File: src/rtl/core/dao_pkg.sv
// Shared types, constants and the gain function of the direction-aligned offset unit.
`timescale 1ns / 1ps

package dao_pkg;

   localparam int FIELD_WIDTH      = 16;
   localparam int DEF_STAGES       = 16;
   localparam int DEF_COORD_WIDTH  = 16;
   localparam int VEC_FRAC         = 24;
   localparam int VEC_GUARD        = 3;
   localparam int OFF_FRAC         = 30;
   localparam int OFF_WIDTH        = FIELD_WIDTH + 1;
   localparam int GAIN_WIDTH       = 32;
   localparam int ROT_WIDTH        = 50;
   localparam int WIDE_WIDTH       = 33;

   typedef struct packed {
      logic signed [FIELD_WIDTH-1:0] src_x;
      logic signed [FIELD_WIDTH-1:0] src_y;
      logic signed [FIELD_WIDTH-1:0] dest_x;
      logic signed [FIELD_WIDTH-1:0] dest_y;
      logic signed [FIELD_WIDTH-1:0] shift_x;
      logic signed [FIELD_WIDTH-1:0] shift_y;
   } req_payload_type;

   typedef struct packed {
      logic signed [FIELD_WIDTH-1:0] new_dest_x;
      logic signed [FIELD_WIDTH-1:0] new_dest_y;
   } rsp_payload_type;

   typedef struct packed {
      logic signed [FIELD_WIDTH-1:0] dest_x;
      logic signed [FIELD_WIDTH-1:0] dest_y;
      logic signed [OFF_WIDTH-1:0]   off_x;
      logic signed [OFF_WIDTH-1:0]   off_y;
      logic                          zero;
   } side_type;

   // integer square root of the accumulated CORDIC gain squared, scaled by 2^60
   function automatic longint unsigned gain_root(input int stages);
      longint unsigned p;
      longint unsigned n;
      longint unsigned r;
      longint unsigned b;
      int i;
      p = 64'd1 << 30;
      for (i = 0; i < stages; i++) begin
         p = p + (p >> (2 * i));
      end
      n = p << 30;
      r = 64'd0;
      b = 64'd1 << 62;
      while (b > n) begin
         b = b >> 2;
      end
      while (b != 64'd0) begin
         if (n >= r + b) begin
            n = n - (r + b);
            r = (r >> 1) + b;
         end else begin
            r = r >> 1;
         end
         b = b >> 2;
      end
      if (r == 64'd0) begin
         r = 64'd1;
      end
      return r;
   endfunction

endpackage

File: src/rtl/core/dao_front.sv
// Front end: difference vector, half-plane fold and gain-compensated offset.
`timescale 1ns / 1ps

module dao_front #(
   parameter int CORDIC_STAGES = dao_pkg::DEF_STAGES,
   parameter int COORD_WIDTH   = dao_pkg::DEF_COORD_WIDTH,
   parameter int XW            = COORD_WIDTH + dao_pkg::VEC_FRAC + dao_pkg::VEC_GUARD
) (
   input  logic                     clock,
   input  logic                     reset,
   input  logic                     in_valid,
   input  dao_pkg::req_payload_type in_payload,
   input  logic                     mirror,
   output logic                     out_valid,
   output logic signed [XW-1:0]     out_x,
   output logic signed [XW-1:0]     out_y,
   output logic signed [dao_pkg::ROT_WIDTH-1:0] out_u,
   output logic signed [dao_pkg::ROT_WIDTH-1:0] out_v,
   output dao_pkg::side_type        out_side
);
   import dao_pkg::*;

   localparam longint unsigned ROOT = gain_root(CORDIC_STAGES);
   localparam longint unsigned GAIN_VAL = (64'd1 << 60) / ROOT;
   localparam logic signed [GAIN_WIDTH-1:0] GAIN = GAIN_WIDTH'(GAIN_VAL);
   localparam int CW1 = COORD_WIDTH + 1;
   localparam int PW  = OFF_WIDTH + GAIN_WIDTH;

   logic signed [WIDE_WIDTH-1:0] dfx;
   logic signed [WIDE_WIDTH-1:0] dfy;

   logic                         v1_ff, v1_in;
   logic signed [COORD_WIDTH-1:0] dx1_ff, dx1_in, dy1_ff, dy1_in;
   logic signed [OFF_WIDTH-1:0]  ox1_ff, ox1_in, oy1_ff, oy1_in;
   logic signed [FIELD_WIDTH-1:0] ex1_ff, ey1_ff;

   logic                         v2_ff;
   logic signed [CW1-1:0]        x2_ff, x2_in, y2_ff, y2_in;
   logic signed [OFF_WIDTH-1:0]  oxn2_ff, oxn2_in, oyn2_ff, oyn2_in;
   side_type                     side2_ff, side2_in;
   logic                         neg;

   logic                         v3_ff;
   logic signed [XW-1:0]         x3_ff, y3_ff;
   logic signed [ROT_WIDTH-1:0]  u3_ff, v3d_ff;
   side_type                     side3_ff;
   logic signed [PW-1:0]         pu, pv;

   assign v1_in  = in_valid;
   assign dfx    = WIDE_WIDTH'(in_payload.dest_x) - WIDE_WIDTH'(in_payload.src_x);
   assign dfy    = WIDE_WIDTH'(in_payload.dest_y) - WIDE_WIDTH'(in_payload.src_y);
   assign dx1_in = dfx[COORD_WIDTH-1:0];
   assign dy1_in = dfy[COORD_WIDTH-1:0];
   assign ox1_in = OFF_WIDTH'(in_payload.shift_x);
   assign oy1_in = mirror ? -OFF_WIDTH'(in_payload.shift_y) : OFF_WIDTH'(in_payload.shift_y);

   assign neg     = dx1_ff[COORD_WIDTH-1];
   assign x2_in   = neg ? -CW1'(dx1_ff) : CW1'(dx1_ff);
   assign y2_in   = neg ? -CW1'(dy1_ff) : CW1'(dy1_ff);
   assign oxn2_in = neg ? -ox1_ff : ox1_ff;
   assign oyn2_in = neg ? -oy1_ff : oy1_ff;

   always_comb begin
      side2_in.dest_x = ex1_ff;
      side2_in.dest_y = ey1_ff;
      side2_in.off_x  = ox1_ff;
      side2_in.off_y  = oy1_ff;
      side2_in.zero   = (dx1_ff == '0) && (dy1_ff == '0);
   end

   assign pu = oxn2_ff * GAIN;
   assign pv = oyn2_ff * GAIN;

   always_ff @(posedge clock) begin
      if (reset) begin
         v1_ff <= 1'b0;
         v2_ff <= 1'b0;
         v3_ff <= 1'b0;
      end else begin
         v1_ff <= v1_in;
         v2_ff <= v1_ff;
         v3_ff <= v2_ff;
      end
   end

   always_ff @(posedge clock) begin
      dx1_ff   <= dx1_in;
      dy1_ff   <= dy1_in;
      ox1_ff   <= ox1_in;
      oy1_ff   <= oy1_in;
      ex1_ff   <= in_payload.dest_x;
      ey1_ff   <= in_payload.dest_y;
      x2_ff    <= x2_in;
      y2_ff    <= y2_in;
      oxn2_ff  <= oxn2_in;
      oyn2_ff  <= oyn2_in;
      side2_ff <= side2_in;
      x3_ff    <= XW'(x2_ff) <<< VEC_FRAC;
      y3_ff    <= XW'(y2_ff) <<< VEC_FRAC;
      u3_ff    <= ROT_WIDTH'(pu);
      v3d_ff   <= ROT_WIDTH'(pv);
      side3_ff <= side2_ff;
   end

   assign out_valid = v3_ff;
   assign out_x     = x3_ff;
   assign out_y     = y3_ff;
   assign out_u     = u3_ff;
   assign out_v     = v3d_ff;
   assign out_side  = side3_ff;

endmodule

File: config.mk
export PLATFORM = sky130hd
export DESIGN_NAME = dao_front
export DESIGN_NICKNAME = d
export VERILOG_FILES = /design/src/rtl/core/dao_pkg.sv /design/src/rtl/core/dao_front.sv
export SDC_FILE = /design/constraint.sdc
export NUM_CORES = 2
export LEC_CHECK = 0
export BUFFER_PORTS_ARGS = -buffer_cell sky130_fd_sc_hd__clkbuf_2
export CAP_MARGIN = 40
export CORE_UTILIZATION = 46
export CTS_CLUSTER_SIZE = 16
export DETAILED_ROUTE_END_ITERATION = 8
export PLACE_DENSITY = 0.72
export REMOVE_ABC_BUFFERS = 1
export SETUP_SLACK_MARGIN = 0.2
export SLEW_MARGIN = 20
export SYNTH_ARGS = -nofsm -noshare
export SYNTH_HDL_FRONTEND = slang
export SYNTH_SLANG_ARGS = --single-unit
File: constraint.sdc
create_clock -name clock -period 16.2 [get_ports clock]
set_input_delay 3.24 -clock clock [delete_from_list [all_inputs] [get_ports clock]]
set_output_delay 3.24 -clock clock [all_outputs]
set_load 0.01 [all_outputs]
Yosys cells after proc, flatten, opt, wreduce, memory -nomap -nowiden
Index checks and enable logic that the tools add are counted.
- register bits after elaboration: 428
- input bits: 100
- output and inout port bits: 254
- add/subtract/negate cells: 7
- reductions and logical operators: 3
- muxes and demuxes: 5
- $mul: 2
- operator list (kind ; number):
    17-bit by 30-bit multiplier with 47-bit output (second input constant) ; 2
    17-bit two-way mux ; 4
    16-bit negation with 17-bit output ; 4
    16-bit logical NOT ; 2
    16-bit subtractor ; 2
    17-bit negation ; 1
    15-bit two-way mux ; 1
    1-bit logical AND ; 1

Depth between registers and ports, before layout
- depth in word-level cells: 2
- gate-level depth with buffers: 23
- depth with buffers taken out: 22

Worst setup path after synthesis
OpenSTA, ideal clock, no wires.
- path kind: flip-flop to flip-flop
- from: register oxn2_ff[5]
- to: register u3_ff[37] (netlist: out_u[37])
- slack: 10366 ps
- library setup time: 121 ps
- data arrival time: 5713 ps
- cell stages (with the launch flop): 21
- cells stage by stage: dfxtp_1 -> fa_1 -> inv_1 -> fa_1 -> inv_1 -> fa_1 -> fa_1 -> inv_1 -> fa_1 -> fa_1 -> inv_1 -> ha_1 -> a22o_1 -> o32a_2 -> and4_4 -> o21ai_2 -> o31ai_4 -> o41a_1 -> a221o_1 -> a21oi_2 -> xnor2_1
- cells in the longest elaborated chain, start to end: 1
- ends and longest elaborated chain (what ; RTL line ; RTL):
    start, declared ; dao_front.sv:39 ; logic signed [OFF_WIDTH-1:0] oxn2_ff, oxn2_in, oyn2_ff, oyn2_in;
    start signal, assigned ; dao_front.sv:95 ; oxn2_ff <= oxn2_in;
    17-bit by 30-bit multiplier with 47-bit output ; dao_front.sv:71 ; assign pu = oxn2_ff * GAIN;
    named net pu[37] ; dao_front.sv:47 ; logic signed [PW-1:0] pu, pv;
    end signal, assigned ; dao_front.sv:100 ; u3_ff <= ROT_WIDTH'(pu);
    end, declared ; dao_front.sv:45 ; logic signed [ROT_WIDTH-1:0] u3_ff, v3d_ff;
The timed path passes the listed nets, and every way through them passes these cells.
A chain may end at the register's enable or synchronous reset.

Final worst setup path
- from: register oxn2_ff[6]
- to: register u3_ff[42] (netlist: out_u[42])
The elaborated chain is that of the path after synthesis.

==> results by group <==
Setup path
  • Setup crit end kind: register
  • Crit start category: register
  • Critical Path, Cell by Cell: inv_1, ha_1, inv_1, fa_1, fa_1, fa_1, inv_1, fa_1, inv_1, fa_1, ha_1, nand3_1, or2_0, o21ai_1, o31ai_1, o31ai_1, a21oi_1, o31a_1, xnor2_1
  • Critical path class: reg2reg
  • R2R cell count: 19
  • CP max stage delay: 0.73 ns
  • R2R Path End: out_u[42]
  • Slowest cell on the critical path: o31ai_1
  • CP max FO: 8
  • FF-to-FF setup slack: 9.57 ns
  • Launching point of the worst reg2reg path: oxn2_ff[6]
  • Critical path arrival: 7.11 ns
  • Worst path required time: 16.68 ns
  • CP dominant cell by count: fa_1

Final layout
  • Final nets: 3964
  • Layout cells sized above 1: 13.5%
  • Commonest non-fill, non-tap cells in the layout: inv_1, dfxtp_1, fa_1
  • Layout area overhead: 13.2%
  • Utilization after layout: 52.8%
  • Commonest non-fill, non-tap cell in the layout: inv_1
  • N_diodes: 0

Yosys
  • Syn Inst Count: 2787
  • EDFF count, synth: 0
  • Synth Cell Area: 0.0294 mm²
  • Ys async rst share: 0%
  • Synth unique cells: 79
  • Synth Flop Type: dfxtp_1
  • Number of synthesis warnings: 0
  • FF+latch count, synth: 424
  • Average size of a mapped cell: 10.6 µm²
  • Seq/Total Area, Yosys: 28.8%

Outcome
  • Status: finished, final reports clean

Floorplanning
  • # IOs: 354
  • Die footprint: 0.0650 mm²
  • Chip height: 255 µm
  • Placement Rows: 92
  • Die X: 255 µm
  • CORE AREA: 0.0631 mm²
  • Initial core utilization: 46.6%

STA
  • Pin slew with the least headroom to its limit: 0.814 ns
  • Setup WS post-layout: 9.57 ns
  • Minimum clock period: 6.63 ns
  • Hold Vio Cnt, Final: 0
  • Fmax: 151 MHz
  • Final Max Slew Viols: 0
  • Final worst path period share: 40.9%
  • # setup viols final: 0
  • Final Skew: 0.0444 ns
  • Setup TNS: 0 ns
  • Slew Limit Headroom: 45.2%
  • RSZ-0062 raised after global routing: false

Clock tree
  • Clk root buf: clkbuf_16
  • Cts repair resizes: 0
  • CTS Hold Bufs: 0
  • Postcts setup bufs: 0
  • CTS Buf Count: 46
  • Clock Latency Late Sink: 0.61 ns
  • Clock transition at path regs: 0.07 ns
  • CTS tree: built
  • CTS H-tree lvls: 2
  • CTS Buffer Depth: 3
  • Clock sinks: 424

Min path
  • Hold depth: 0
  • WHS Endpoint: out_x[29]
  • Hold_sp: x2_ff[5]
  • Hold Path Class: reg2reg

Placed design
  • Global placer's final weighted congestion: 0.987
  • DP HPWL: 61600 µm
  • Setup WS pre-CTS: 9.71 ns
  • IO buf count: 303

Drt
  • DRT Pass-1 Iters: 7
  • Post-route DRC: 0
  • Vias: 19300
  • Total Wirelength: 71700 µm
  • Antenna violation net count after detailed routing: 0
  • Avg Vias per Cell: 4.84
  • Drt wl/cell: 18.0 µm
  • Initial DRC count: 1022

GRT
  • GRT Util Overall: 22.7%
  • Initial antenna violation count: 2
  • Largest net degree at the start of global routing: 45
  • Total gr overflow: 0
  • First-pass GRT wire length: 111000 µm
  • Vias in the first global route: 19800

Flow run
  • Max-cap violations: 0
[routing by layer]
| metal | up-vias | GRT usage [%] | part of all wire (%) |
|---|---|---|---|
| met1 | 9231 | 30.2 | 44 |
| met2 | 628 | 36.6 | 45 |
| met5 | - | 0 | 0.029 |
| met4 | 4 | 5.65 | 2.2 |
| li1 | 9357 | - | - |
| met3 | 87 | 6.01 | 8.5 |
[kinds of logic after synthesis]
group                    share of synthesized area, %
buffers and inverters                            10.2
AO/OA/AOI/OAI                                    7.95
flip-flops                                       28.8
XOR/XNOR                                         5.15
AND/OR/NAND/NOR                                  5.82
adder cells (fa/ha/maj)                          41.9
other                                          0.0127
multiplexers                                    0.111
[per-stage QoR]
| stage | instance area, µm² | cells | hold WS (ns) |
|---|---|---|---|
| detailed placement | 31700 | 3906 | 0.312 |
| global route | 33300 | 3992 | 0.317 |
| CTS | 33300 | 3992 | 0.312 |
| global placement | 31700 | 3906 | 0.310 |
| finish | 33300 | 3992 | 0.309 |
| floorplan | 29100 | 2755 | 0.310 |
[synthesized netlist by cell type, types with 11 or more instances]
cell type	instances	area, µm²
nand2_1	85	319
a211oi_1	15	113
nor2_1	79	297
o21ai_0	64	320
a21oi_1	91	455
clkbuf_1	19	71.3
ha_1	374	4680
inv_1	654	2450
a31oi_1	11	68.8
nor3_1	31	155
dfxtp_1	424	8490
o31ai_1	27	203
nand3_1	42	210
o21a_1	14	105
buf_4	61	458
xnor2_1	141	1230
nor2b_1	20	125
nand4_1	13	81.3
nand2b_1	17	106
xor2_1	32	280
a21o_1	35	263
fa_1	382	7650
and3_1	12	75.1
o21bai_1	14	105
o41ai_1	12	105
or3_1	11	68.8
[worst max path at each step]
stage	startpoint	end
2_1_floorplan	oxn2_ff[5]	out_u[37]
5_1_grt	oxn2_ff[6]	out_u[42]
3_3_place_gp	oxn2_ff[6]	out_u[42]
6_report	oxn2_ff[6]	out_u[42]
4_1_cts	oxn2_ff[6]	out_u[42]
3_5_place_dp	oxn2_ff[6]	out_u[42]
[flip-flops by register name, indices dropped and copies added, names as in the netlist]
name	cells
v2_ff	1
oyn2_ff	16
x2_ff	17
out_valid	1
oxn2_ff	16
ex1_ff	16
out_u	46
out_v	46
dy1_ff	16
v1_ff	1
out_y	17
dx1_ff	16
out_x	17
oy1_ff	17
side2_ff	66
ey1_ff	16
out_side	66
y2_ff	17
ox1_ff	16
[cell type report]
| class | instances | area (µm²) |
|---|---|---|
| Fill cell | 5678 | 29800 |
| Multi-Input combinational cell | 1677 | 18100 |
| Sequential cell | 424 | 8490 |
| Inverter | 654 | 2450 |
| Timing Repair Buffer | 305 | 1530 |
| Clock buffer | 57 | 1290 |
| Tap cell | 846 | 1060 |
| Clock inverter | 29 | 363 |
[critical path: cells and delay by family, from the launching register on]
kind / cells / cell delay (ns)
fa+ha+maj: 7 / 3.27
compound gates: 5 / 1.83
flops: 1 / 0.59
buf+inv: 4 / 0.38
simple gates: 2 / 0.32
xor+xnor: 1 / 0.12
Power is not shown: default switching activity piles up to over one toggle a cycle in this logic, so the estimate is an artifact.
