==> src/rtl/core/dao_pkg.sv <==
// Shared types, constants and the gain function of the direction-aligned offset unit.
`timescale 1ns / 1ps

package dao_pkg;

   localparam int FIELD_WIDTH      = 16;
   localparam int DEF_STAGES       = 16;
   localparam int DEF_COORD_WIDTH  = 16;
   localparam int VEC_FRAC         = 24;
   localparam int VEC_GUARD        = 3;
   localparam int OFF_FRAC         = 30;
   localparam int OFF_WIDTH        = FIELD_WIDTH + 1;
   localparam int GAIN_WIDTH       = 32;
   localparam int ROT_WIDTH        = 50;
   localparam int WIDE_WIDTH       = 33;

   typedef struct packed {
      logic signed [FIELD_WIDTH-1:0] src_x;
      logic signed [FIELD_WIDTH-1:0] src_y;
      logic signed [FIELD_WIDTH-1:0] dest_x;
      logic signed [FIELD_WIDTH-1:0] dest_y;
      logic signed [FIELD_WIDTH-1:0] shift_x;
      logic signed [FIELD_WIDTH-1:0] shift_y;
   } req_payload_type;

   typedef struct packed {
      logic signed [FIELD_WIDTH-1:0] new_dest_x;
      logic signed [FIELD_WIDTH-1:0] new_dest_y;
   } rsp_payload_type;

   typedef struct packed {
      logic signed [FIELD_WIDTH-1:0] dest_x;
      logic signed [FIELD_WIDTH-1:0] dest_y;
      logic signed [OFF_WIDTH-1:0]   off_x;
      logic signed [OFF_WIDTH-1:0]   off_y;
      logic                          zero;
   } side_type;

   // integer square root of the accumulated CORDIC gain squared, scaled by 2^60
   function automatic longint unsigned gain_root(input int stages);
      longint unsigned p;
      longint unsigned n;
      longint unsigned r;
      longint unsigned b;
      int i;
      p = 64'd1 << 30;
      for (i = 0; i < stages; i++) begin
         p = p + (p >> (2 * i));
      end
      n = p << 30;
      r = 64'd0;
      b = 64'd1 << 62;
      while (b > n) begin
         b = b >> 2;
      end
      while (b != 64'd0) begin
         if (n >= r + b) begin
            n = n - (r + b);
            r = (r >> 1) + b;
         end else begin
            r = r >> 1;
         end
         b = b >> 2;
      end
      if (r == 64'd0) begin
         r = 64'd1;
      end
      return r;
   endfunction

endpackage

==> src/rtl/core/dao_cordic_stage.sv <==
// One registered CORDIC micro-rotation: vectoring on (x, y), matching rotation on (u, v).
`timescale 1ns / 1ps

module dao_cordic_stage #(
   parameter int XW    = 43,
   parameter int SHIFT = 0
) (
   input  logic                  clock,
   input  logic                  reset,
   input  logic                  in_valid,
   input  logic signed [XW-1:0]  in_x,
   input  logic signed [XW-1:0]  in_y,
   input  logic signed [dao_pkg::ROT_WIDTH-1:0] in_u,
   input  logic signed [dao_pkg::ROT_WIDTH-1:0] in_v,
   input  dao_pkg::side_type     in_side,
   output logic                  out_valid,
   output logic signed [XW-1:0]  out_x,
   output logic signed [XW-1:0]  out_y,
   output logic signed [dao_pkg::ROT_WIDTH-1:0] out_u,
   output logic signed [dao_pkg::ROT_WIDTH-1:0] out_v,
   output dao_pkg::side_type     out_side
);
   import dao_pkg::*;

   logic                        valid_ff;
   logic signed [XW-1:0]        x_ff, x_in, y_ff, y_in, xs, ys;
   logic signed [ROT_WIDTH-1:0] u_ff, u_in, v_ff, v_in, us, vs;
   side_type                    side_ff;
   logic                        up;

   assign xs = in_x >>> SHIFT;
   assign ys = in_y >>> SHIFT;
   assign us = in_u >>> SHIFT;
   assign vs = in_v >>> SHIFT;
   assign up = ~in_y[XW-1];

   assign x_in = up ? in_x + ys : in_x - ys;
   assign y_in = up ? in_y - xs : in_y + xs;
   assign u_in = up ? in_u - vs : in_u + vs;
   assign v_in = up ? in_v + us : in_v - us;

   always_ff @(posedge clock) begin
      if (reset) begin
         valid_ff <= 1'b0;
      end else begin
         valid_ff <= in_valid;
      end
   end

   always_ff @(posedge clock) begin
      x_ff    <= x_in;
      y_ff    <= y_in;
      u_ff    <= u_in;
      v_ff    <= v_in;
      side_ff <= in_side;
   end

   assign out_valid = valid_ff;
   assign out_x     = x_ff;
   assign out_y     = y_ff;
   assign out_u     = u_ff;
   assign out_v     = v_ff;
   assign out_side  = side_ff;

endmodule

==> config.mk <==
export PLATFORM = sky130hd
export DESIGN_NAME = dao_cordic_stage
export DESIGN_NICKNAME = d
export VERILOG_FILES = /design/src/rtl/core/dao_pkg.sv /design/src/rtl/core/dao_cordic_stage.sv
export SDC_FILE = /design/constraint.sdc
export NUM_CORES = 1
export LEC_CHECK = 0
export BUFFER_PORTS_ARGS = -buffer_cell sky130_fd_sc_hd__buf_2
export CORE_AREA = 5 5 244 246
export CTS_CLUSTER_SIZE = 8
export DETAILED_ROUTE_END_ITERATION = 10
export DIE_AREA = 0 0 249 251
export HOLD_SLACK_MARGIN = 0.02
export PLACE_DENSITY = 0.65
export SKIP_CTS_REPAIR_TIMING = 1
export SYNTH_ARGS = -nofsm -noshare
export SYNTH_HDL_FRONTEND = slang
export SYNTH_SLANG_ARGS = --single-unit
==> constraint.sdc <==
create_clock -name clock -period 3.8 [get_ports clock]
set_input_delay 0.57 -clock clock [delete_from_list [all_inputs] [get_ports clock]]
set_output_delay 0.57 -clock clock [all_outputs]
set_load 0.005 [all_outputs]
**Word-level counts from Yosys, hierarchy flattened**

Cells that the tools add are included.

- Logic and storage cells: 20
- Register bits after elaboration: 254
- Output and inout port bits: 254
- Memory bits (read-only): 0
- Memories kept: 0
- Bits in latches: 0
- Bits in writable memories: 0
- Input port bits: 256

- Add/sub/neg operators: 6
- Muxes and demuxes: 4
- Bitwise gates (word level): 0
- Div/mod/pow operators: 0
- Equality and inequality tests: 0
- Shift-type cells: 0
- Magnitude comparators: 0
- Multipliers: 0
- Reduce and logical (&&, ||, !) cells: 0

Operators by type and width:

| cell | count |
|---|---|
| 50-bit 2-to-1 mux | 2 |
| 50-bit subtractor | 2 |
| 43-bit 2-to-1 mux | 2 |
| 43-bit subtractor | 2 |
| 50-bit adder | 1 |
| 43-bit adder | 1 |

**Depth between registers and ports, before layout**

Gate-level depths: netlist of the first run.

- Depth after elaboration: 2
- Gate-level depth with buffers: 14
- Depth with buffers taken out: 13

**Worst setup path after synthesis of the first run**

No wires, ideal clock.

- Path kind: input -> register
- Start: input in_x[15]
- End: register y_ff[42] (netlist: out_y[42])
- Data arrival time: 3.191 ns
- Required time: 3.667 ns
- Setup slack: 0.476 ns
- Buffers on the path: 1
- Stages: 13
- Path through: inv_1 ha_1 buf_6 or3_4 nand2b_4 a21o_1 o211ai_2 o22ai_4 o31a_4 o31a_4 o41ai_1 o311ai_1 xor2_1

- Cells in the longest elaborated chain, start to end: 2
- Elaborated cells on any way between the ends: 3
- Those cells by class: 2 x add/sub; 1 x mux

RTL lines:

| item | RTL line | text |
|---|---|---|
| from (decl) | dao_cordic_stage.sv:11 | `input logic signed [XW-1:0] in_x,` |
| 43-bit subtractor or 43-bit adder (tied branches) | dao_cordic_stage.sv:38 | `assign y_in = up ? in_y - xs : in_y + xs;` |
| 43-bit 2-to-1 mux (*) | dao_cordic_stage.sv:38 |  |
| via y_in[42] | dao_cordic_stage.sv:26 | `logic signed [XW-1:0] x_ff, x_in, y_ff, y_in, xs, ys;` |
| to (signal assigned) | dao_cordic_stage.sv:52 | `y_ff <= y_in;` |
| to (decl) | dao_cordic_stage.sv:26 |  |

The timed path passes the listed nets; every way through them passes the cells marked *.
A chain may end at the register's enable or synchronous reset.

**Worst setup path in the final report of the first run**

- Start: input in_y[1]
- End: register y_ff[39] (netlist: out_y[39])

- Cells in the longest elaborated chain, start to end: 2
- Elaborated cells on any way between the ends: 3
- Those cells by class: 2 x add/sub; 1 x mux

RTL lines:

| item | RTL line | text |
|---|---|---|
| from (decl) | dao_cordic_stage.sv:12 | `input logic signed [XW-1:0] in_y,` |
| 43-bit subtractor or 43-bit adder (tied branches) | dao_cordic_stage.sv:38 |  |
| 43-bit 2-to-1 mux (*) | dao_cordic_stage.sv:38 |  |
| via y_in[39] | dao_cordic_stage.sv:26 |  |

Marked as above.

==> flow_summary.ini, run 1 <==
[route]
wl_per_cell_um = 20.8
ant_nets = 0
vias = 24400
drt_iter0_markers = 2515
routed_via_density = 5.58
firstDrtPassIters = 9
drt_wl_total_um = 91100
drc_errors = 0

[setup_path]
cp.arrival_ps = 3840
critPathLaunch = in_y[1]
crit_chain = buf_2 > ha_1 > or2_2 > o221ai_1 > a211oi_1 > buf_4 > a311oi_2 > nor4_1 > nand2b_4 > a311o_2 > a41oi_1 > o21ai_0 > xnor2_1
critPathMaxFanout = 5
endpoint_kind = flip-flop
setup.worst_path.end = out_y[39]
max_stage_delay_ps = 480
worstSetupStartpointType = input pin
critPathKind = in2reg
crit_required_ps = 4250
critPathSlowestCell = a311oi_2

[timing]
period_share_pct = 89.1
hold_viol_final = 0
fin_crit_ps = 3390
worst_slew_pin_slew_ps = 826
whs_ps = 110
fin_tns_setup_ps = 0
fmaxAchievable_mhz = 295
maxSlewViolCount = 0
rsz0062_at_grt = no
setup_violations = 0
maxSlewHeadroom_pct = 44.9

[grt]
grtUsageTotal_pct = 27.3
antenna_found_initial = 18
grt_pass1_wl_um = 137000
busiest_layer = met2
grtUsageMet2_pct = 47.9
grt_pass1_vias = 23700
use_met3_pct = 5.72
grt_max_degree = 133
grt_overflow = 0
met1_usage_pct = 32.8

[logic_synthesis]
synth_flop_cell = dfxtp_1
synth_area_um2 = 22100
yosys_register_bits = 252
ys_warn_count = 0
ys_types = 87
avgSynthCellArea_um2 = 7.59
synth-seq-area-share_pct = 22.9
synth_edf_count = 0
synthArstFlopShare_pct = 0
synthTopCellsByArea = dfxtp_1 (23%), ha_1 (16%), a21oi_1 (8.9%)
syn_nets = 3460
synth_top_area_share_pct = 22.9
netlist_instances = 2910
yosys.area.top_type = dfxtp_1

[cts]
clock_sinks = 252
clockRootBuffer = clkbuf_16
cts_buffers = 39
clkTransAtPathRegs_ps = 60
cts_tree = built
max-clock-path-buffers = 3
cts_max_level = 2

[power_and_ir_drop]
p_per_area_nw_per_um2 = 385
finalPower_mw = 10.8
peakVddDrop_mv = 0.318
p_leak_nw = 13.7

[floorplanning]
die_area_um2 = 62500
core_area_um2 = 57100
die_width_um = 249
start_util_pct = 38.6
rows = 88
io_pins = 510
die_h_um = 251

[outcome]
status = finished, final reports clean

[cells_and_area]
drive_gt1_share_pct = 23.9
syn2layout_area_growth_pct = 27.5
layout.nets = 4145
layout.filler_cells = 5799

[flow_run]
drv_cap = 0

[placement]
gp_congestion = 1.03
port-buffer-count = 509
post-dp-hpwl_um = 75000

[worst_hold_path]
min_path_type = in2reg
-- Yosys cell counts, drive strengths merged, types with 15 or more instances --
cell type	n
a211oi	23
a21o	50
a21oi	393
a31oi	24
and3	15
buf	37
clkbuf	94
dfxtp	252
ha	288
inv	292
mux2i	44
nand2	175
nand2b	29
nand3	43
nand4	51
nor2	222
nor2b	25
nor3	44
nor4	34
o211ai	27
o21a	19
o21ai	226
o21bai	73
o31ai	32
xnor2	160
xor2	18
-- per-stage QoR --
| stage | cells | worst slack (ps) | util (%) | instance area, um2 |
|---|---|---|---|---|
| after global placement | 4319 | -84.7 | 47.4 | 27100 |
| after detailed placement | 4319 | -119 | 47.4 | 27100 |
| after floorplan | 2910 | 476 | - | 22100 |
| final | 4375 | 415 | 49.3 | 28200 |
| after CTS | 4369 | 438 | 49.2 | 28100 |
| after global routing | 4373 | 91.9 | 49.3 | 28100 |
-- report_power, final --
part	total, mW	internal, mW	switching (mW)
clock network	3.11	1.84	1.27
registers	3.37	3.17	0.201
logic	4.35	1.81	2.53
total	10.8	6.82	4.01
-- registers in the layout, summed over array words and instances (netlist names) --
register   count
out_u         49
out_y         43
out_v         50
out_valid      1
out_side      67
out_x         42
-- kinds of logic (layout without fill, tap and decap cells) --
family          Yosys count  after routing  synth area share, %
buf+inv                 432           1126                 7.52
xor+xnor                178            178                 7.06
other cells               0              6                    0
compound gates         1013           1013                 28.5
flops                   252            252                 22.9
fa+ha+maj               294            294                 16.9
mux                      44             44                 2.00
simple gates            697            697                 15.2
-- layer usage --
layer | routed length (um) | vias to the layer above
met2 | 43400 | 1303
met4 | 4110 | 8
met5 | 50 | -
met1 | 35400 | 11200
li1 | - | 11600
met3 | 8110 | 278
-- critical path: cells and delay by family --
kind | cells | cell delay (ps)
AOI/OAI and AO/OA | 6 | 1880
and+or+nand+nor | 3 | 640
buffers and inverters | 2 | 300
xor gates and xnor gates | 1 | 240
adders and majority gates | 1 | 200
-- worst min path at each step --
stage	from	endpoint	slack [ps]	cells past startpoint
after global routing	in_side[62]	out_side[62]	90	1
after floorplan	in_side[0]	out_side[0]	600	0
after detailed placement	in_side[40]	out_side[40]	670	1
after global placement	in_side[63]	out_side[63]	670	1
after CTS	in_side[63]	out_side[63]	80	1
final	in_side[63]	out_side[63]	110	1
-- layout by cell type (no fill, tap or decap), drive strengths merged, types with 14 or more instances in the layout --
cell	instances
nor4	34
o21bai	73
inv	293
clkinv	15
nand4	51
dfxtp	252
xnor2	160
nor2b	25
clkbuf	42
mux2i	44
xor2	18
buf	775
o21a	19
nand2b	29
or3	14
nand3	43
a211oi	23
and3	15
nor2	222
nor3	44
a31oi	24
a21oi	393
o211ai	27
nand2	175
a221oi	14
o21ai	226
o31ai	32
a21o	50
ha	288
-- final cells by class --
type                    count  area, um2  area share, %
diodes                      6       15.0         0.0533
clock buffers              42        987           3.51
clock inverters             8       82.6          0.293
inverters                 301       1130           4.02
multi-input cells        2226      15400           54.6
flip-flops and latches    252       5040           17.9
well taps                 765        957           3.40
repair buffers            775       4560           16.2
(Power assumes the default switching activity.)
==> run 2: changes to the inputs <==
Settings changed: CTS_CLUSTER_DIAMETER from default to 120, PLACE_DENSITY 0.65 to 0.59.
==> flow_summary.ini, run 2 (same netlist as run 1, synthesis figures left out) <==
[power_and_ir_drop]
swShare_pct = 37.2
pwr-share-clk_pct = 28.4
switchingPower_mw = 4.03
p_per_area_nw_per_um2 = 384
p_seq_share_pct = 31.4
p_int_mw = 6.81
combPwrFrac_pct = 40.3
peakVddDrop_mv = 0.309
p_leak_nw = 13.7

[placement]
gp_congestion = 0.987
post-dp-hpwl_um = 77300
dp_cells = 4330
place_area_um2 = 27200
port-buffer-count = 509

[cts]
max-clock-path-buffers = 3
clkTransAtPathRegs_ps = 50
clock_sinks = 252
cts_max_level = 2
cts_buffers = 37
clockRootBuffer = clkbuf_16
cts_tree = built

[cells_and_area]
design_area_um2 = 28200
mostFrequentLayoutCell = buf_2
layout.nets = 4154
final_cell_mix = buf_2 (508), a21oi_1 (393), inv_1 (291)
regArea_um2 = 5040
layout.filler_cells = 5839
multiInputGateArea_um2 = 15400
instances_no_fill = 4379
syn2layout_area_growth_pct = 27.8
drive_gt1_share_pct = 24.0
largest_reg_flops = 67

[timing]
hold_viol_final = 0
setup_violations = 0
whs_ps = 108
fmaxAchievable_mhz = 295
maxSlewViolCount = 0
worst_slew_pin_slew_ps = 806
fin_crit_ps = 3390
rsz0062_at_grt = no
period_share_pct = 89.3
maxSlewHeadroom_pct = 45.7

[outcome]
status = finished, final reports clean

[route]
routed_via_density = 5.51
drc_errors = 0
wl_per_cell_um = 21.4
drt_iter0_markers = 2454
firstDrtPassIters = 6
ant_nets = 0
vias = 24100
drt_wl_total_um = 93600

[worst_hold_path]
hold_end = out_side[1]
min_path_type = in2reg
worstHoldStart = in_side[1]
hold_depth = 1

[floorplanning]
io_pins = 510
rows = 88
die_area_um2 = 62500
core_area_um2 = 57100
die_h_um = 251
die_width_um = 249
start_util_pct = 38.6

[setup_path]
critPathMaxFanout = 4
endpoint_kind = flip-flop
critPathKind = in2reg
cp.arrival_ps = 3900
worstSetupStartpointType = input pin
crit_required_ps = 4310

[grt]
grt_max_degree = 124
grt_overflow = 0
antenna_found_initial = 19
grt_pass1_wl_um = 139000
grtUsageTotal_pct = 28.0
grt_pass1_vias = 23300

[flow_run]
drv_cap = 0
run 2: worst max-delay path by stage:
stage / from / to / slack, ps / depth (start not counted)
global route: in_x[5] / out_y[42] / 260 / 14
CTS: in_u[17] / out_u[44] / 520 / 15
floorplan: in_x[15] / out_y[42] / 480 / 13
detailed placement: in_u[17] / out_u[44] / -50 / 15
finish: in_x[1] / out_y[25] / 410 / 17
global placement: in_u[17] / out_u[44] / -120 / 15
run 2: final cells by class:
| type | count | area share (%) |
|---|---|---|
| sequential | 252 | 17.9 |
| clock buffer | 37 | 3.28 |
| multi-input combinational | 2226 | 54.5 |
| antenna | 8 | 0.0710 |
| inverter | 301 | 4.01 |
| clock inverter | 4 | 0.342 |
| timing repair buffer | 786 | 16.5 |
| tap | 765 | 3.39 |
run 2: stage by stage:
step | setup TNS (ps) | utilization, % | setup WS [ps] | total power [mW]
floorplan | 0 | - | 476 | 5.64
global placement | -407 | 47.5 | -117 | 7.73
detailed placement | -323 | 47.5 | -52.6 | 7.71
CTS | 0 | 49.3 | 524 | 10.9
global route | 0 | 49.3 | 256 | 11.4
finish | 0 | 49.4 | 406 | 10.8
run 2: worst max-delay path, cell delays in order:
cell,delay (ps)
buf_2,120
inv_1,60
ha_1,320
nor2b_1,140
o21ai_0,280
buf_4,170
o21ai_0,130
a21oi_1,310
o31ai_1,150
a21oi_1,230
o21ai_0,100
buf_4,170
a2111oi_0,520
buf_4,190
a21oi_1,40
xnor2_1,240
buf_4,160
run 2: per-layer routing:
| layer | share of wire, % | GRT usage (%) | vias to the layer above |
|---|---|---|---|
| li1 | - | - | 11600 |
| met1 | 40 | 34.3 | 11100 |
| met2 | 48 | 49.4 | 1186 |
| met3 | 7.9 | 5.41 | 204 |
| met4 | 3.4 | 9.22 | 12 |
| met5 | 0.090 | 0 | - |
run 2: power groups by stage:
stage | combinational (mW) | sequential (mW) | clock [mW]
floorplan | 2.21 | 3.42 | 0
global placement | 4.29 | 3.44 | 0
detailed placement | 4.27 | 3.44 | 0
CTS | 4.30 | 3.40 | 3.17
global route | 4.71 | 3.43 | 3.27
finish | 4.36 | 3.40 | 3.07
