--- config.mk ---
export PLATFORM = sky130hd
export DESIGN_NAME = dao_back
export DESIGN_NICKNAME = d
export VERILOG_FILES = /design/src/rtl/core/dao_pkg.sv /design/src/rtl/core/dao_back.sv
export SDC_FILE = /design/constraint.sdc
export NUM_CORES = 1
export LEC_CHECK = 0
export ABC_AREA = 1
export BUFFER_PORTS_ARGS = -buffer_cell sky130_fd_sc_hd__buf_2
export CAP_MARGIN = 40
export CORE_ASPECT_RATIO = 1.75
export CORE_MARGIN = 4
export CORE_UTILIZATION = 45
export CTS_BUF_LIST = sky130_fd_sc_hd__clkbuf_16
export DETAILED_ROUTE_END_ITERATION = 7
export GPL_ROUTABILITY_DRIVEN = 0
export GPL_TIMING_DRIVEN = 0
export PLACE_DENSITY = 0.75
export SETUP_SLACK_MARGIN = 0.02
export SYNTH_ARGS = -nofsm -noshare
export SYNTH_HDL_FRONTEND = slang
export SYNTH_SLANG_ARGS = --single-unit
--- constraint.sdc ---
create_clock -name clock -period 1.8 [get_ports clock]
set_input_delay 0.27 -clock clock [delete_from_list [all_inputs] [get_ports clock]]
set_output_delay 0.27 -clock clock [all_outputs]
set_load 0.02 [all_outputs]
--- src/rtl/core/dao_pkg.sv ---
// Shared types, constants and the gain function of the direction-aligned offset unit.
`timescale 1ns / 1ps

package dao_pkg;

   localparam int FIELD_WIDTH      = 16;
   localparam int DEF_STAGES       = 16;
   localparam int DEF_COORD_WIDTH  = 16;
   localparam int VEC_FRAC         = 24;
   localparam int VEC_GUARD        = 3;
   localparam int OFF_FRAC         = 30;
   localparam int OFF_WIDTH        = FIELD_WIDTH + 1;
   localparam int GAIN_WIDTH       = 32;
   localparam int ROT_WIDTH        = 50;
   localparam int WIDE_WIDTH       = 33;

   typedef struct packed {
      logic signed [FIELD_WIDTH-1:0] src_x;
      logic signed [FIELD_WIDTH-1:0] src_y;
      logic signed [FIELD_WIDTH-1:0] dest_x;
      logic signed [FIELD_WIDTH-1:0] dest_y;
      logic signed [FIELD_WIDTH-1:0] shift_x;
      logic signed [FIELD_WIDTH-1:0] shift_y;
   } req_payload_type;

   typedef struct packed {
      logic signed [FIELD_WIDTH-1:0] new_dest_x;
      logic signed [FIELD_WIDTH-1:0] new_dest_y;
   } rsp_payload_type;

   typedef struct packed {
      logic signed [FIELD_WIDTH-1:0] dest_x;
      logic signed [FIELD_WIDTH-1:0] dest_y;
      logic signed [OFF_WIDTH-1:0]   off_x;
      logic signed [OFF_WIDTH-1:0]   off_y;
      logic                          zero;
   } side_type;

   // integer square root of the accumulated CORDIC gain squared, scaled by 2^60
   function automatic longint unsigned gain_root(input int stages);
      longint unsigned p;
      longint unsigned n;
      longint unsigned r;
      longint unsigned b;
      int i;
      p = 64'd1 << 30;
      for (i = 0; i < stages; i++) begin
         p = p + (p >> (2 * i));
      end
      n = p << 30;
      r = 64'd0;
      b = 64'd1 << 62;
      while (b > n) begin
         b = b >> 2;
      end
      while (b != 64'd0) begin
         if (n >= r + b) begin
            n = n - (r + b);
            r = (r >> 1) + b;
         end else begin
            r = r >> 1;
         end
         b = b >> 2;
      end
      if (r == 64'd0) begin
         r = 64'd1;
      end
      return r;
   endfunction

endpackage

--- src/rtl/core/dao_back.sv ---
// Back end: truncate the rotated offset and subtract it from the destination.
`timescale 1ns / 1ps

module dao_back #(
   parameter int COORD_WIDTH = dao_pkg::DEF_COORD_WIDTH
) (
   input  logic                     clock,
   input  logic                     reset,
   input  logic                     in_valid,
   input  logic signed [dao_pkg::ROT_WIDTH-1:0] in_u,
   input  logic signed [dao_pkg::ROT_WIDTH-1:0] in_v,
   input  dao_pkg::side_type        in_side,
   output logic                     out_strobe,
   output dao_pkg::rsp_payload_type out_payload
);
   import dao_pkg::*;

   localparam logic signed [ROT_WIDTH-1:0] ROUND = ROT_WIDTH'((64'd1 << OFF_FRAC) - 64'd1);

   logic signed [ROT_WIDTH-1:0]   tu, tv, ou, ov;
   logic                          va_ff, vb_ff;
   logic signed [COORD_WIDTH-1:0] rx_ff, rx_in, ry_ff, ry_in;
   logic signed [FIELD_WIDTH-1:0] ex_ff, ey_ff;
   logic signed [WIDE_WIDTH-1:0]  exw, eyw, rwx, rwy;
   logic signed [COORD_WIDTH-1:0] dfx, dfy;
   rsp_payload_type               pay_ff, pay_in;

   assign tu = (in_u[ROT_WIDTH-1] ? in_u + ROUND : in_u) >>> OFF_FRAC;
   assign tv = (in_v[ROT_WIDTH-1] ? in_v + ROUND : in_v) >>> OFF_FRAC;
   assign ou = ROT_WIDTH'(in_side.off_x);
   assign ov = ROT_WIDTH'(in_side.off_y);
   assign rx_in = in_side.zero ? ou[COORD_WIDTH-1:0] : tu[COORD_WIDTH-1:0];
   assign ry_in = in_side.zero ? ov[COORD_WIDTH-1:0] : tv[COORD_WIDTH-1:0];

   assign exw = WIDE_WIDTH'(ex_ff);
   assign eyw = WIDE_WIDTH'(ey_ff);
   assign dfx = exw[COORD_WIDTH-1:0] - rx_ff;
   assign dfy = eyw[COORD_WIDTH-1:0] - ry_ff;
   assign rwx = WIDE_WIDTH'(dfx);
   assign rwy = WIDE_WIDTH'(dfy);

   always_comb begin
      pay_in.new_dest_x = rwx[FIELD_WIDTH-1:0];
      pay_in.new_dest_y = rwy[FIELD_WIDTH-1:0];
   end

   always_ff @(posedge clock) begin
      if (reset) begin
         va_ff <= 1'b0;
         vb_ff <= 1'b0;
      end else begin
         va_ff <= in_valid;
         vb_ff <= va_ff;
      end
   end

   always_ff @(posedge clock) begin
      rx_ff  <= rx_in;
      ry_ff  <= ry_in;
      ex_ff  <= in_side.dest_x;
      ey_ff  <= in_side.dest_y;
      pay_ff <= pay_in;
   end

   assign out_strobe  = vb_ff;
   assign out_payload = pay_ff;

endmodule

**Yosys cells after proc, flatten, opt, wreduce, memory -nomap -nowiden**

Index checks and enable logic that the tools add are counted.

- Add/sub/neg operators: 4
- Mux-type cells: 4

Operators with widths:

| cell | count |
|---|---|
| $add 46x31->46 const B | 2 |
| $mux 46 | 2 |
| $mux 16 | 2 |
| $sub 16x16->16 | 2 |

- Register bits after elaboration: 98
- Word-level logic and storage cells: 16
- Input port bits: 170

**Longest topological paths before layout**

Gate-level depths: netlist of the first run.

- Depth after elaboration: 3
- Depth in mapped cells: 12
- Depth with buffers taken out: 12

**Least setup slack after synthesis of the first run**

OpenSTA, ideal clock, no wires.

- Kind: register to register
- From: register ex_ff[0]
- To: register pay_ff (netlist bit out_payload[26])
- Path slack: 0.119 ns
- Cell stages (with the launch flop): 11
- Arrival: 1.610 ns
- Library setup time: 0.072 ns
- Path buffers: 0
- Required time: 1.728 ns
- Cells stage by stage: dfxtp_1 inv_1 ha_1 fa_1 nand3b_1 nand2_1 nand2_1 nand2_1 nand4_1 nand2_1 xor2_1

- Cells in the longest elaborated chain, start to end: 1

RTL lines:

| what | line | source |
|---|---|---|
| from (decl) | dao_back.sv:23 | `logic signed [FIELD_WIDTH-1:0] ex_ff, ey_ff;` |
| from (signal assigned) | dao_back.sv:60 | `ex_ff <= in_side.dest_x;` |
| $sub 16x16->16 | dao_back.sv:37 | `assign dfx = exw[COORD_WIDTH-1:0] - rx_ff;` |
| net dfx[10] | dao_back.sv:25 | `logic signed [COORD_WIDTH-1:0] dfx, dfy;` |
| to (signal assigned) | dao_back.sv:62 | `pay_ff <= pay_in;` |
| to (decl) | dao_back.sv:26 | `rsp_payload_type pay_ff, pay_in;` |

The timed path passes the listed nets, and every way through them passes these cells.
A chain may end at the register's enable or synchronous reset.

**Final worst setup path of the first run**

Ends and elaborated chain as after synthesis.

==> results.md, run 1 <==
- Drt drc: 0
- Unique masters post-synth: 37
- CP Cell Sequence: inv_2, ha_4, fa_2, nand3b_1, nand2_2, nand2_2, nand2_2, nand4_1, nand2_1, xor2_1
- Initial antenna violation count: 2
- Core area: roughly 12,000 um^2
- Multi-input gate area: 2960 um^2
- Mux cell area share after synthesis: 0
- WP data required: between 2000 and 2500 ps
- Clock Latency Late Sink: about 350 ps
- Pins Over Slew Limit: 0
- Clock slew at reported path FFs: ~70 ps
- DR WL/cell: approximately 12 um
- Tcrit/Tclk final: 0.948
- Root buf cell: clkbuf_16
- Post-Syn Area: around 5400 um^2
- Crit. End Element: flip-flop
- Critical R2R Capture: out_payload[26]
- Max transition margin: 0.605
- Part of the power in registers: 0.425
- DP HPWL: between 10 and 15 mm
- Gate power share: 0.275
- Worst Max-Slew Pin Slew: just under 600 ps
- Net count after synthesis: ~1,000
- First-pass GRT wire length: ~22 mm
- IO Pins: between 200 and 250
- Uppermost layer routed: met4
- Switching pwr: 1.87 mW
- Clock skew: between 10 and 15 ps
- Final #Nets: 1,184
- Reg2reg start: ex_ff[0]
- Fmax: 586 MHz
- Crit path launch type: flip-flop
- 1st-pass router iterations: 4
- VDD IR max: between 0.3 and 0.4 mV
- Row cnt: 52
- CTS Buffer Depth: 2
- Metal2 WL: approximately 7.4 mm
- Dpl cells: between 1,000 and 1,500
- Clock sinks: 98
- Worst EP arrival: ~2000 ps
- Area delta synth->final: 28.7%
- P per Cell Area: roughly 860 nW/um^2
- Htree depth: 3
- DRT iter0 DRCs: approximately 160
- Period minus WS final: ~1700 ps
- Die area: around 14,000 um^2
- GRT Overall Usage: 0.196
- Total power: 5.95 mW
- Share of layout cells above drive strength 1: 0.285
- R2R depth: 10
- Warnings, synthesis: 0
- Critical Path Max Stage Delay: roughly 360 ps
- Clock share of power: 0.300
- Simple-gate share of the synthesized area: 0.360
- Final setup violation count: 0
- Final core occ: 0.596
- CTS tree: built
- Synthesized flop and latch total: 98
- Reg area: around 2000 um^2
- Internal Power: a little over 4 mW
- Setup ws final: 94.4 ps
- Hold Fails Final Rpt: 0
- Setup CP Type: flip-flop to flip-flop
- PortBufs: ~190
- Compound-gate portion of the synthesized area: 0.0621
- Synthesized instance count: 770
- Met3 wire length: 672 um
- DRT met1 WL: 5.14 mm
- Max-cap violations: 0
- Most common cell on crit path: nand2_2
- Die width: roughly 91 um
- Register area share after synthesis: 0.364
- CTS Buf Count: 9
- Total gr overflow: 0
- Main combinational cell family by area after synthesis: simple AND/OR/NAND/NOR gates
- Switch share: 0.315
- XOR/XNOR Fraction of Synth Area: 0.0390
- Slowest-stage cell, CP: fa_2
- Pin count of the biggest net entering global routing: 19
- Fill cells: between 1,000 and 1,500
- Post-Layout Cell Count: 1,124
- Status: finished clean
- Setup slack at placement: -55.2 ps
- Via/cell ratio: between 4 and 5
- Vias in the first global route: between 5,000 and 6,000
- Hold-fix buffers at CTS: 0
- Average size of a mapped cell: approximately 7 um^2
- Die Y: 153 um
- LEAKAGE: ~3.8 nW
- Worst Setup SP: ex_ff[0]
- Crit path capture: out_payload[26]
- RSZ-0062 raised after global routing: true
- Vias: ~5,300
- Initial core utilization: 0.463
- Post-Synth Adder-Cell Area: 0.0770
- Buffers plus inverters on the worst setup path: 1
- TNS Setup: 0 ps
- Largest delay share family, worst path: simple AND/OR/NAND/NOR gates
- Hold Crit Class: input port to flip-flop
- WP depth: 10
- Crit path max fanout: 3
- Number of nets still failing antenna checks after routing: 0
- R2R Setup Slk: ~94 ps
- Routed WL: about 14 mm
[repair_timing]
action,CTS,global route
buffers inserted,2,7
pin swaps,1,5
resized for setup,3,14
endpoints found under the setup margin,3,7
[cells in the mapped netlist]
| cell | number | share of area |
|---|---|---|
| nor2_2 | 5 | 0.0058 |
| nand3b_1 | 7 | 0.0097 |
| inv_2 | 4 | 0.0028 |
| buf_6 | 3 | 0.0063 |
| o211ai_1 | 1 | 0.0014 |
| clkbuf_1 | 4 | 0.0028 |
| o21bai_1 | 4 | 0.0056 |
| a21o_1 | 6 | 0.0083 |
| nand3_1 | 68 | 0.063 |
| nand3_2 | 8 | 0.015 |
| fa_1 | 2 | 0.0074 |
| o21ai_2 | 3 | 0.0049 |
| buf_1 | 2 | 0.0014 |
| dfxtp_1 | 98 | 0.36 |
| a31oi_1 | 2 | 0.0023 |
| o21a_1 | 1 | 0.0014 |
| nor2_4 | 6 | 0.013 |
| or2_2 | 1 | 0.0012 |
| o21ai_0 | 9 | 0.0083 |
| inv_1 | 116 | 0.081 |
| xor2_1 | 18 | 0.029 |
| nor3b_2 | 1 | 0.0023 |
| a21o_2 | 1 | 0.0016 |
| o31ai_1 | 1 | 0.0014 |
| nand4_1 | 17 | 0.020 |
| ha_1 | 30 | 0.070 |
| nand2_4 | 1 | 0.0021 |
| clkinv_1 | 1 | 0.00069 |
| nor3_2 | 5 | 0.0093 |
| and2_1 | 1 | 0.0012 |
| nor2_1 | 77 | 0.054 |
| xnor2_1 | 6 | 0.0097 |
| nand2_1 | 215 | 0.15 |
| nor3_1 | 6 | 0.0056 |
| buf_4 | 3 | 0.0042 |
| nand2_2 | 8 | 0.0093 |
| a21oi_1 | 29 | 0.027 |
[worst min path at each step]
stage	from	slack, ps	to	depth (start not counted)
6_report	in_side[55]	10	ex_ff[4]	1
5_1_grt	in_side[52]	5	ex_ff[1]	1
4_1_cts	in_side[55]	9	ex_ff[4]	1
3_5_place_dp	in_side[46]	370	ey_ff[11]	1
3_3_place_gp	in_side[55]	370	ex_ff[4]	1
2_1_floorplan	in_side[51]	300	ex_ff[0]	0
[per-stage QoR]
stage	instance area, um^2	hold WS, ps
5_1_grt	6950	4.69
6_report	6950	12.7
3_3_place_gp	6530	372
3_5_place_dp	6530	374
2_1_floorplan	5400	298
4_1_cts	6830	9.07
[flip-flops by register name, summed over array words and instances, names as in the netlist]
register     flops
ey_ff           16
out_payload     32
va_ff            1
ex_ff           16
out_strobe       1
rx_ff           16
ry_ff           16
[power by group through the flow]
stage | registers, mW | clock network, mW | logic (mW)
after floorplan | 2.84 | 0 | 0.755
after global placement | 2.57 | 0 | 1.55
after detailed placement | 2.58 | 0 | 1.57
after CTS | 2.53 | 1.82 | 1.58
after global routing | 2.57 | 1.93 | 1.84
final | 2.53 | 1.78 | 1.64
[layout by cell type, fill, tap and decap left out, types with 12 or more instances in the layout]
cell type,Yosys,layout
a21oi_1,29,26
buf_2,0,192
buf_4,3,12
dfxtp_1,98,96
ha_1,30,27
inv_1,116,115
nand2_1,215,211
nand2_2,8,12
nand3_1,68,68
nand4_1,17,17
nor2_1,77,77
xor2_1,18,18
[area by class of cell]
class	instances	share of cell area
inverters	121	0.0654
well taps	135	0.0243
clock buffers	9	0.0324
repair buffers	201	0.148
plain buffers	12	0.0113
multi-input cells	539	0.427
clock inverters	7	0.00829
diodes	2	0.000721
flip-flops and latches	98	0.283
[routing by layer]
metal | up-vias | track usage
met4 | 0 | 0.0899
met3 | 25 | 0.0300
met2 | 158 | 0.377
li1 | 2852 | -
met5 | - | 0
met1 | 2252 | 0.205
[cells by family after synthesis]
family | Yosys count
compound gates | 57
xor+xnor | 24
fa+ha+maj | 32
buf+inv | 133
flops | 98
simple gates | 426
No activity file was read; power rests on OpenSTA's default activity.
==> run 2: changes to the inputs <==
Settings changed: CORE_UTILIZATION 45 to 49, PLACE_DENSITY 0.75 to 0.78.
Clock period 1.8 ns to 1.89 ns, I/O delays scaled along.
==> results.md, run 2 (synthesis results as in run 1) <==
- Max transition margin: 0.602 (-0.00257)
- DR WL/cell: 12.3 um (+1.1%)
- Setup CP Type: flip-flop to flip-flop
- 1st-pass router iterations: 5 (+1)
- Critical Path Max Stage Delay: 370 ps (about the same)
- Leading cell types in the layout, fill and taps excluded: nand2_1, buf_2, inv_1
- Period minus WS final: 1770 ps (+69.1 ps)
- Final setup violation count: 0 (unchanged)
- Vias: 5,395 (+2.0%)
- Fmax: 563 MHz (-3.9%)
- Final core occ: 0.640 (+0.0436)
- RSZ-0062 raised after global routing: true
- Die Y: 147 um (-4.0%)
- Hold Crit Class: input port to flip-flop
- Root buf cell: clkbuf_16
- Total gr overflow: 0 (unchanged)
- PortBufs: 192 (unchanged)
- Pin count of the biggest net entering global routing: 18 (-1)
- CTS tree: built
- Most common cell on crit path: nand2_1
- Worst Max-Slew Pin Slew: 597 ps (+3.85 ps)
- Crit path launch type: flip-flop
- Dpl cells: 1,092 (-0.46%)
- Die width: 87.3 um (-3.8%)
- Commonest non-fill, non-tap cell in the layout: nand2_1
- Worst EP arrival: 2050 ps (+70 ps)
- Slowest-stage cell, CP: fa_2
- Crit path max fanout: 4 (+1)
- Row cnt: 50 (-3.8%)
- TNS Setup: 0 ps (unchanged)
- CP Cell Sequence: inv_1, ha_1, fa_2, nand3b_1, nand2_2, nand2_1, nand2_1, nand4_1, nand2_1, xor2_1
- Routed WL: 13.6 mm (-0.20%)
- Max FFs per register: 32 (unchanged)
- Clock sinks: 98 (unchanged)
- Area delta synth->final: 27.6%
- WP data required: 2160 ps (+90 ps)
- Clock Latency Late Sink: 350 ps (about the same)
- Via/cell ratio: 4.86 (+3.3%)
- Buffers plus inverters on the worst setup path: 1 (unchanged)
- R2R Setup Slk: 120 ps (+20 ps)
- Initial core utilization: 0.502 (+0.0381)
- Htree depth: 3 (unchanged)
- Drt drc: 0 (unchanged)
- LEAKAGE: 3.82 nW (-0.17%)
- Vias in the first global route: 5,270 (+2.0%)
- Core area: 10,800 um^2 (-7.6%)
- Clock skew: 6.56 ps (-5.82 ps)
- Max-cap violations: 0 (unchanged)
- Final #Nets: 1,175 (-0.76%)
- VDD IR max: 0.896 mV (+130%)
- Initial antenna violation count: 2 (unchanged)
- Tcrit/Tclk final: 0.939 (-0.00854)
- Pins Over Slew Limit: 0 (unchanged)
- DRT iter0 DRCs: 172 (+6.8%)
- Crit. End Element: flip-flop
- CTS Buffer Depth: 2 (unchanged)
- Largest delay share family, worst path: simple AND/OR/NAND/NOR gates
- IO Pins: 203 (unchanged)
- Number of nets still failing antenna checks after routing: 0 (unchanged)
- Hold Fails Final Rpt: 0 (unchanged)
- Status: finished clean
- CTS Buf Count: 9 (unchanged)
- Clock slew at reported path FFs: 70 ps (about the same)
- P per Cell Area: 871 nW/um^2 (+1.7%)
- Total power: 6.00 mW (+0.87%)
- DP HPWL: 11.5 mm (+0.56%)
- GRT Overall Usage: 0.217 (+0.0209)
- Post-Layout Cell Count: 1,110 (-1.2%)
- Share of layout cells above drive strength 1: 0.266 (-0.0189)
- Die area: 12,800 um^2 (-7.6%)
- Hold-fix buffers at CTS: 0 (unchanged)
- First-pass GRT wire length: 22.3 mm (-0.19%)
==> run 2: final timing paths <==
check         startpoint               to  cells after the start
min          in_side[46]        ey_ff[11]                      1
max reg2reg     ex_ff[0]  out_payload[26]                     10
min reg2reg        va_ff       out_strobe                      2
max             ex_ff[0]  out_payload[26]                     10
==> run 2: layout make-up <==
class | instances | area, um^2
fillers | 1034 | 3870
multi-input cells | 539 | 2920
flip-flops and latches | 98 | 1960
repair buffers | 192 | 961
inverters | 121 | 454
clock buffers | 9 | 225
well taps | 130 | 163
clock inverters | 7 | 121
plain buffers | 12 | 78.8
diodes | 2 | 5.00
==> run 2: repair_timing <==
| action | 4_1_cts | 5_1_grt |
|---|---|---|
| resized for setup | 0 | 4 |
| buffers inserted | 0 | 0 |
| pin swaps | 1 | 0 |
| setup endpoints to repair | 1 | 3 |
==> run 2: routing by layer <==
layer | part of all wire | routed length, um | global-route usage | vias to the layer above
met5 | 0 | 0 | 0 | -
met4 | 0.037 | 506 | 0.116 | 0
met3 | 0.055 | 753 | 0.0359 | 34
met2 | 0.53 | 7210 | 0.400 | 178
met1 | 0.38 | 5130 | 0.225 | 2348
li1 | - | - | - | 2835
==> run 2: metrics by stage <==
step / setup slack, ps / hold WS [ps] / instance area [um^2]
2_1_floorplan: 209 / 311 / 5400
3_3_place_gp: 87.9 / 386 / 6520
3_5_place_dp: 27.2 / 387 / 6520
4_1_cts: 34.2 / 19.3 / 6870
5_1_grt: -25.8 / 17.7 / 6890
6_report: 115 / 32.3 / 6890
==> run 2: power by group <==
group / internal, mW / switching [mW]
registers: 2.35 / 0.0640
clock network: 1.30 / 0.785
logic: 0.583 / 0.920
total: 4.23 / 1.77
==> run 3: changes to the inputs <==
Settings changed: PLACE_DENSITY 0.78 to not set, PLACE_DENSITY_LB_ADDON set to 0.15.
==> results.md, run 3 (synthesis results as in run 1) <==
- Max FFs per register: 32 (unchanged)
- Row cnt: 50 (unchanged)
- Drt drc: 0 (unchanged)
- Setup CP Type: flip-flop to flip-flop
- Max transition margin: 0.602 (about the same)
- Worst Max-Slew Pin Slew: 597 ps (+0.165 ps)
- GRT Overall Usage: 0.215 (-0.00222)
- LEAKAGE: 3.80 nW (-0.61%)
- Period minus WS final: 1710 ps (-66.5 ps)
- Die area: 12,800 um^2 (unchanged)
- Worst EP arrival: 1970 ps (-80 ps)
- Placed Area: 6520 um^2 (unchanged)
- Pin count of the biggest net entering global routing: 16 (-2)
- Leading cell types in the layout, fill and taps excluded: nand2_1, buf_2, inv_1
- Clock skew: 4.57 ps (-1.99 ps)
- Share of layout cells above drive strength 1: 0.265 (-0.000751)
- CTS Buf Count: 9 (unchanged)
- CTS Buffer Depth: 2 (unchanged)
- Vias: 5,338 (-1.1%)
- Core area: 10,800 um^2 (unchanged)
- DR WL/cell: 12.1 um (-1.1%)
- VDD IR max: 0.897 mV (about the same)
- WP data required: 2150 ps (about the same)
- Setup slack at placement: 30.7 ps (+3.55 ps)
- Status: finished clean
- CTS tree: built
- Vias in the first global route: 5,245 (-0.47%)
- Htree depth: 3 (unchanged)
- Crit. End Element: flip-flop
- P per Cell Area: 840 nW/um^2 (-3.6%)
- Tcrit/Tclk final: 0.904 (-0.0352)
- TNS Setup: 0 ps (unchanged)
- Initial antenna violation count: 1 (-1)
- Number of nets still failing antenna checks after routing: 0 (unchanged)
- Clock Latency Late Sink: 330 ps (-20 ps)
- IO Pins: 203 (unchanged)
- First-pass GRT wire length: 22.2 mm (-0.65%)
- Routed WL: 13.4 mm (-1.3%)
- Total gr overflow: 0 (unchanged)
- Final core occ: 0.636 (-0.00395)
- Clock slew at reported path FFs: 60 ps (about the same)
- Final #Nets: 1,175 (unchanged)
- Dpl cells: 1,092 (unchanged)
- Initial core utilization: 0.502 (unchanged)
- Clock sinks: 98 (unchanged)
- RSZ-0062 raised after global routing: false
- Fmax: 585 MHz (+3.9%)
- Die Y: 147 um (unchanged)
- Via/cell ratio: 4.82 (-0.88%)
- DP HPWL: 11.5 mm (-0.13%)
- Hold Crit Class: input port to flip-flop
- Final setup violation count: 0 (unchanged)
- Hold Fails Final Rpt: 0 (unchanged)
- Crit path max fanout: 4 (unchanged)
- DRT iter0 DRCs: 169 (-1.7%)
- Crit path launch type: flip-flop
- Fill cells: 1,047 (+1.3%)
- Setup ws final: 182 ps (+66.5 ps)
- PortBufs: 192 (unchanged)
- Die width: 87.3 um (unchanged)
- Max-cap violations: 0 (unchanged)
- Commonest non-fill, non-tap cell in the layout: nand2_1
- 1st-pass router iterations: 5 (unchanged)
- Area delta synth->final: 26.8%
- Hold-fix buffers at CTS: 0 (unchanged)
- Post-Layout Cell Count: 1,108 (-0.18%)
- Root buf cell: clkbuf_16
- Pins Over Slew Limit: 0 (unchanged)
- Fin area: 6840 um^2 (-0.62%)
## run 3: layout make-up
class,instances,area (um^2),area share
diodes,1,2.50,0.000366
flip-flops and latches,98,1960,0.287
well taps,130,163,0.0238
multi-input cells,539,2910,0.426
clock buffers,9,225,0.0329
clock inverters,6,83.8,0.0122
repair buffers,192,961,0.140
inverters,121,454,0.0664
plain buffers,12,78.8,0.0115
## run 3: worst paths after layout
kind / end / startpoint / slack (ps) / depth (start not counted)
setup / recovery: out_payload[26] / ex_ff[0] / 180 / 10
hold / removal: ex_ff[10] / in_side[61] / 40 / 1
setup reg to reg: out_payload[26] / ex_ff[0] / 180 / 10
hold reg to reg: out_strobe / va_ff / 410 / 2
## run 3: through the flow
step                hold slack, ps  total power [mW]
floorplan                      311              3.42
global placement               386              3.93
detailed placement             387              3.95
CTS                           32.1              5.81
global route                  23.7              6.11
finish                        44.0              5.75
## run 3: critical path, cell delays in order (launching register included)
cell and delay, ps:
dfxtp_1 300, inv_1 40, ha_2 180, fa_2 350, nand3b_1 180, nand2_2 110
nand2_1 70, nand2_2 100, nand4_1 80, nand2_1 80, xor2_1 150
## run 3: repair_timing
action / in CTS / in global routing
endpoints found under the setup margin: 1 / 3
buffers inserted: 0 / 0
pin swaps: 0 / 2
endpoints found under the hold margin: 0 / 0
gates resized for setup: 1 / 4
## run 3: layer usage
layer  part of all wire  global-route usage  wire (um)  up-vias
met5                  0                   0          0        -
li1                   -                   -          -     2830
met3              0.066              0.0455        889       35
met4              0.037               0.103        491        0
met2               0.53               0.392       7120      194
met1               0.37               0.226       4920     2279
## run 3: where the power goes
group          switching (mW)  internal [mW]
clock                   0.703           1.14
combinational           0.913          0.582
sequential             0.0633           2.35
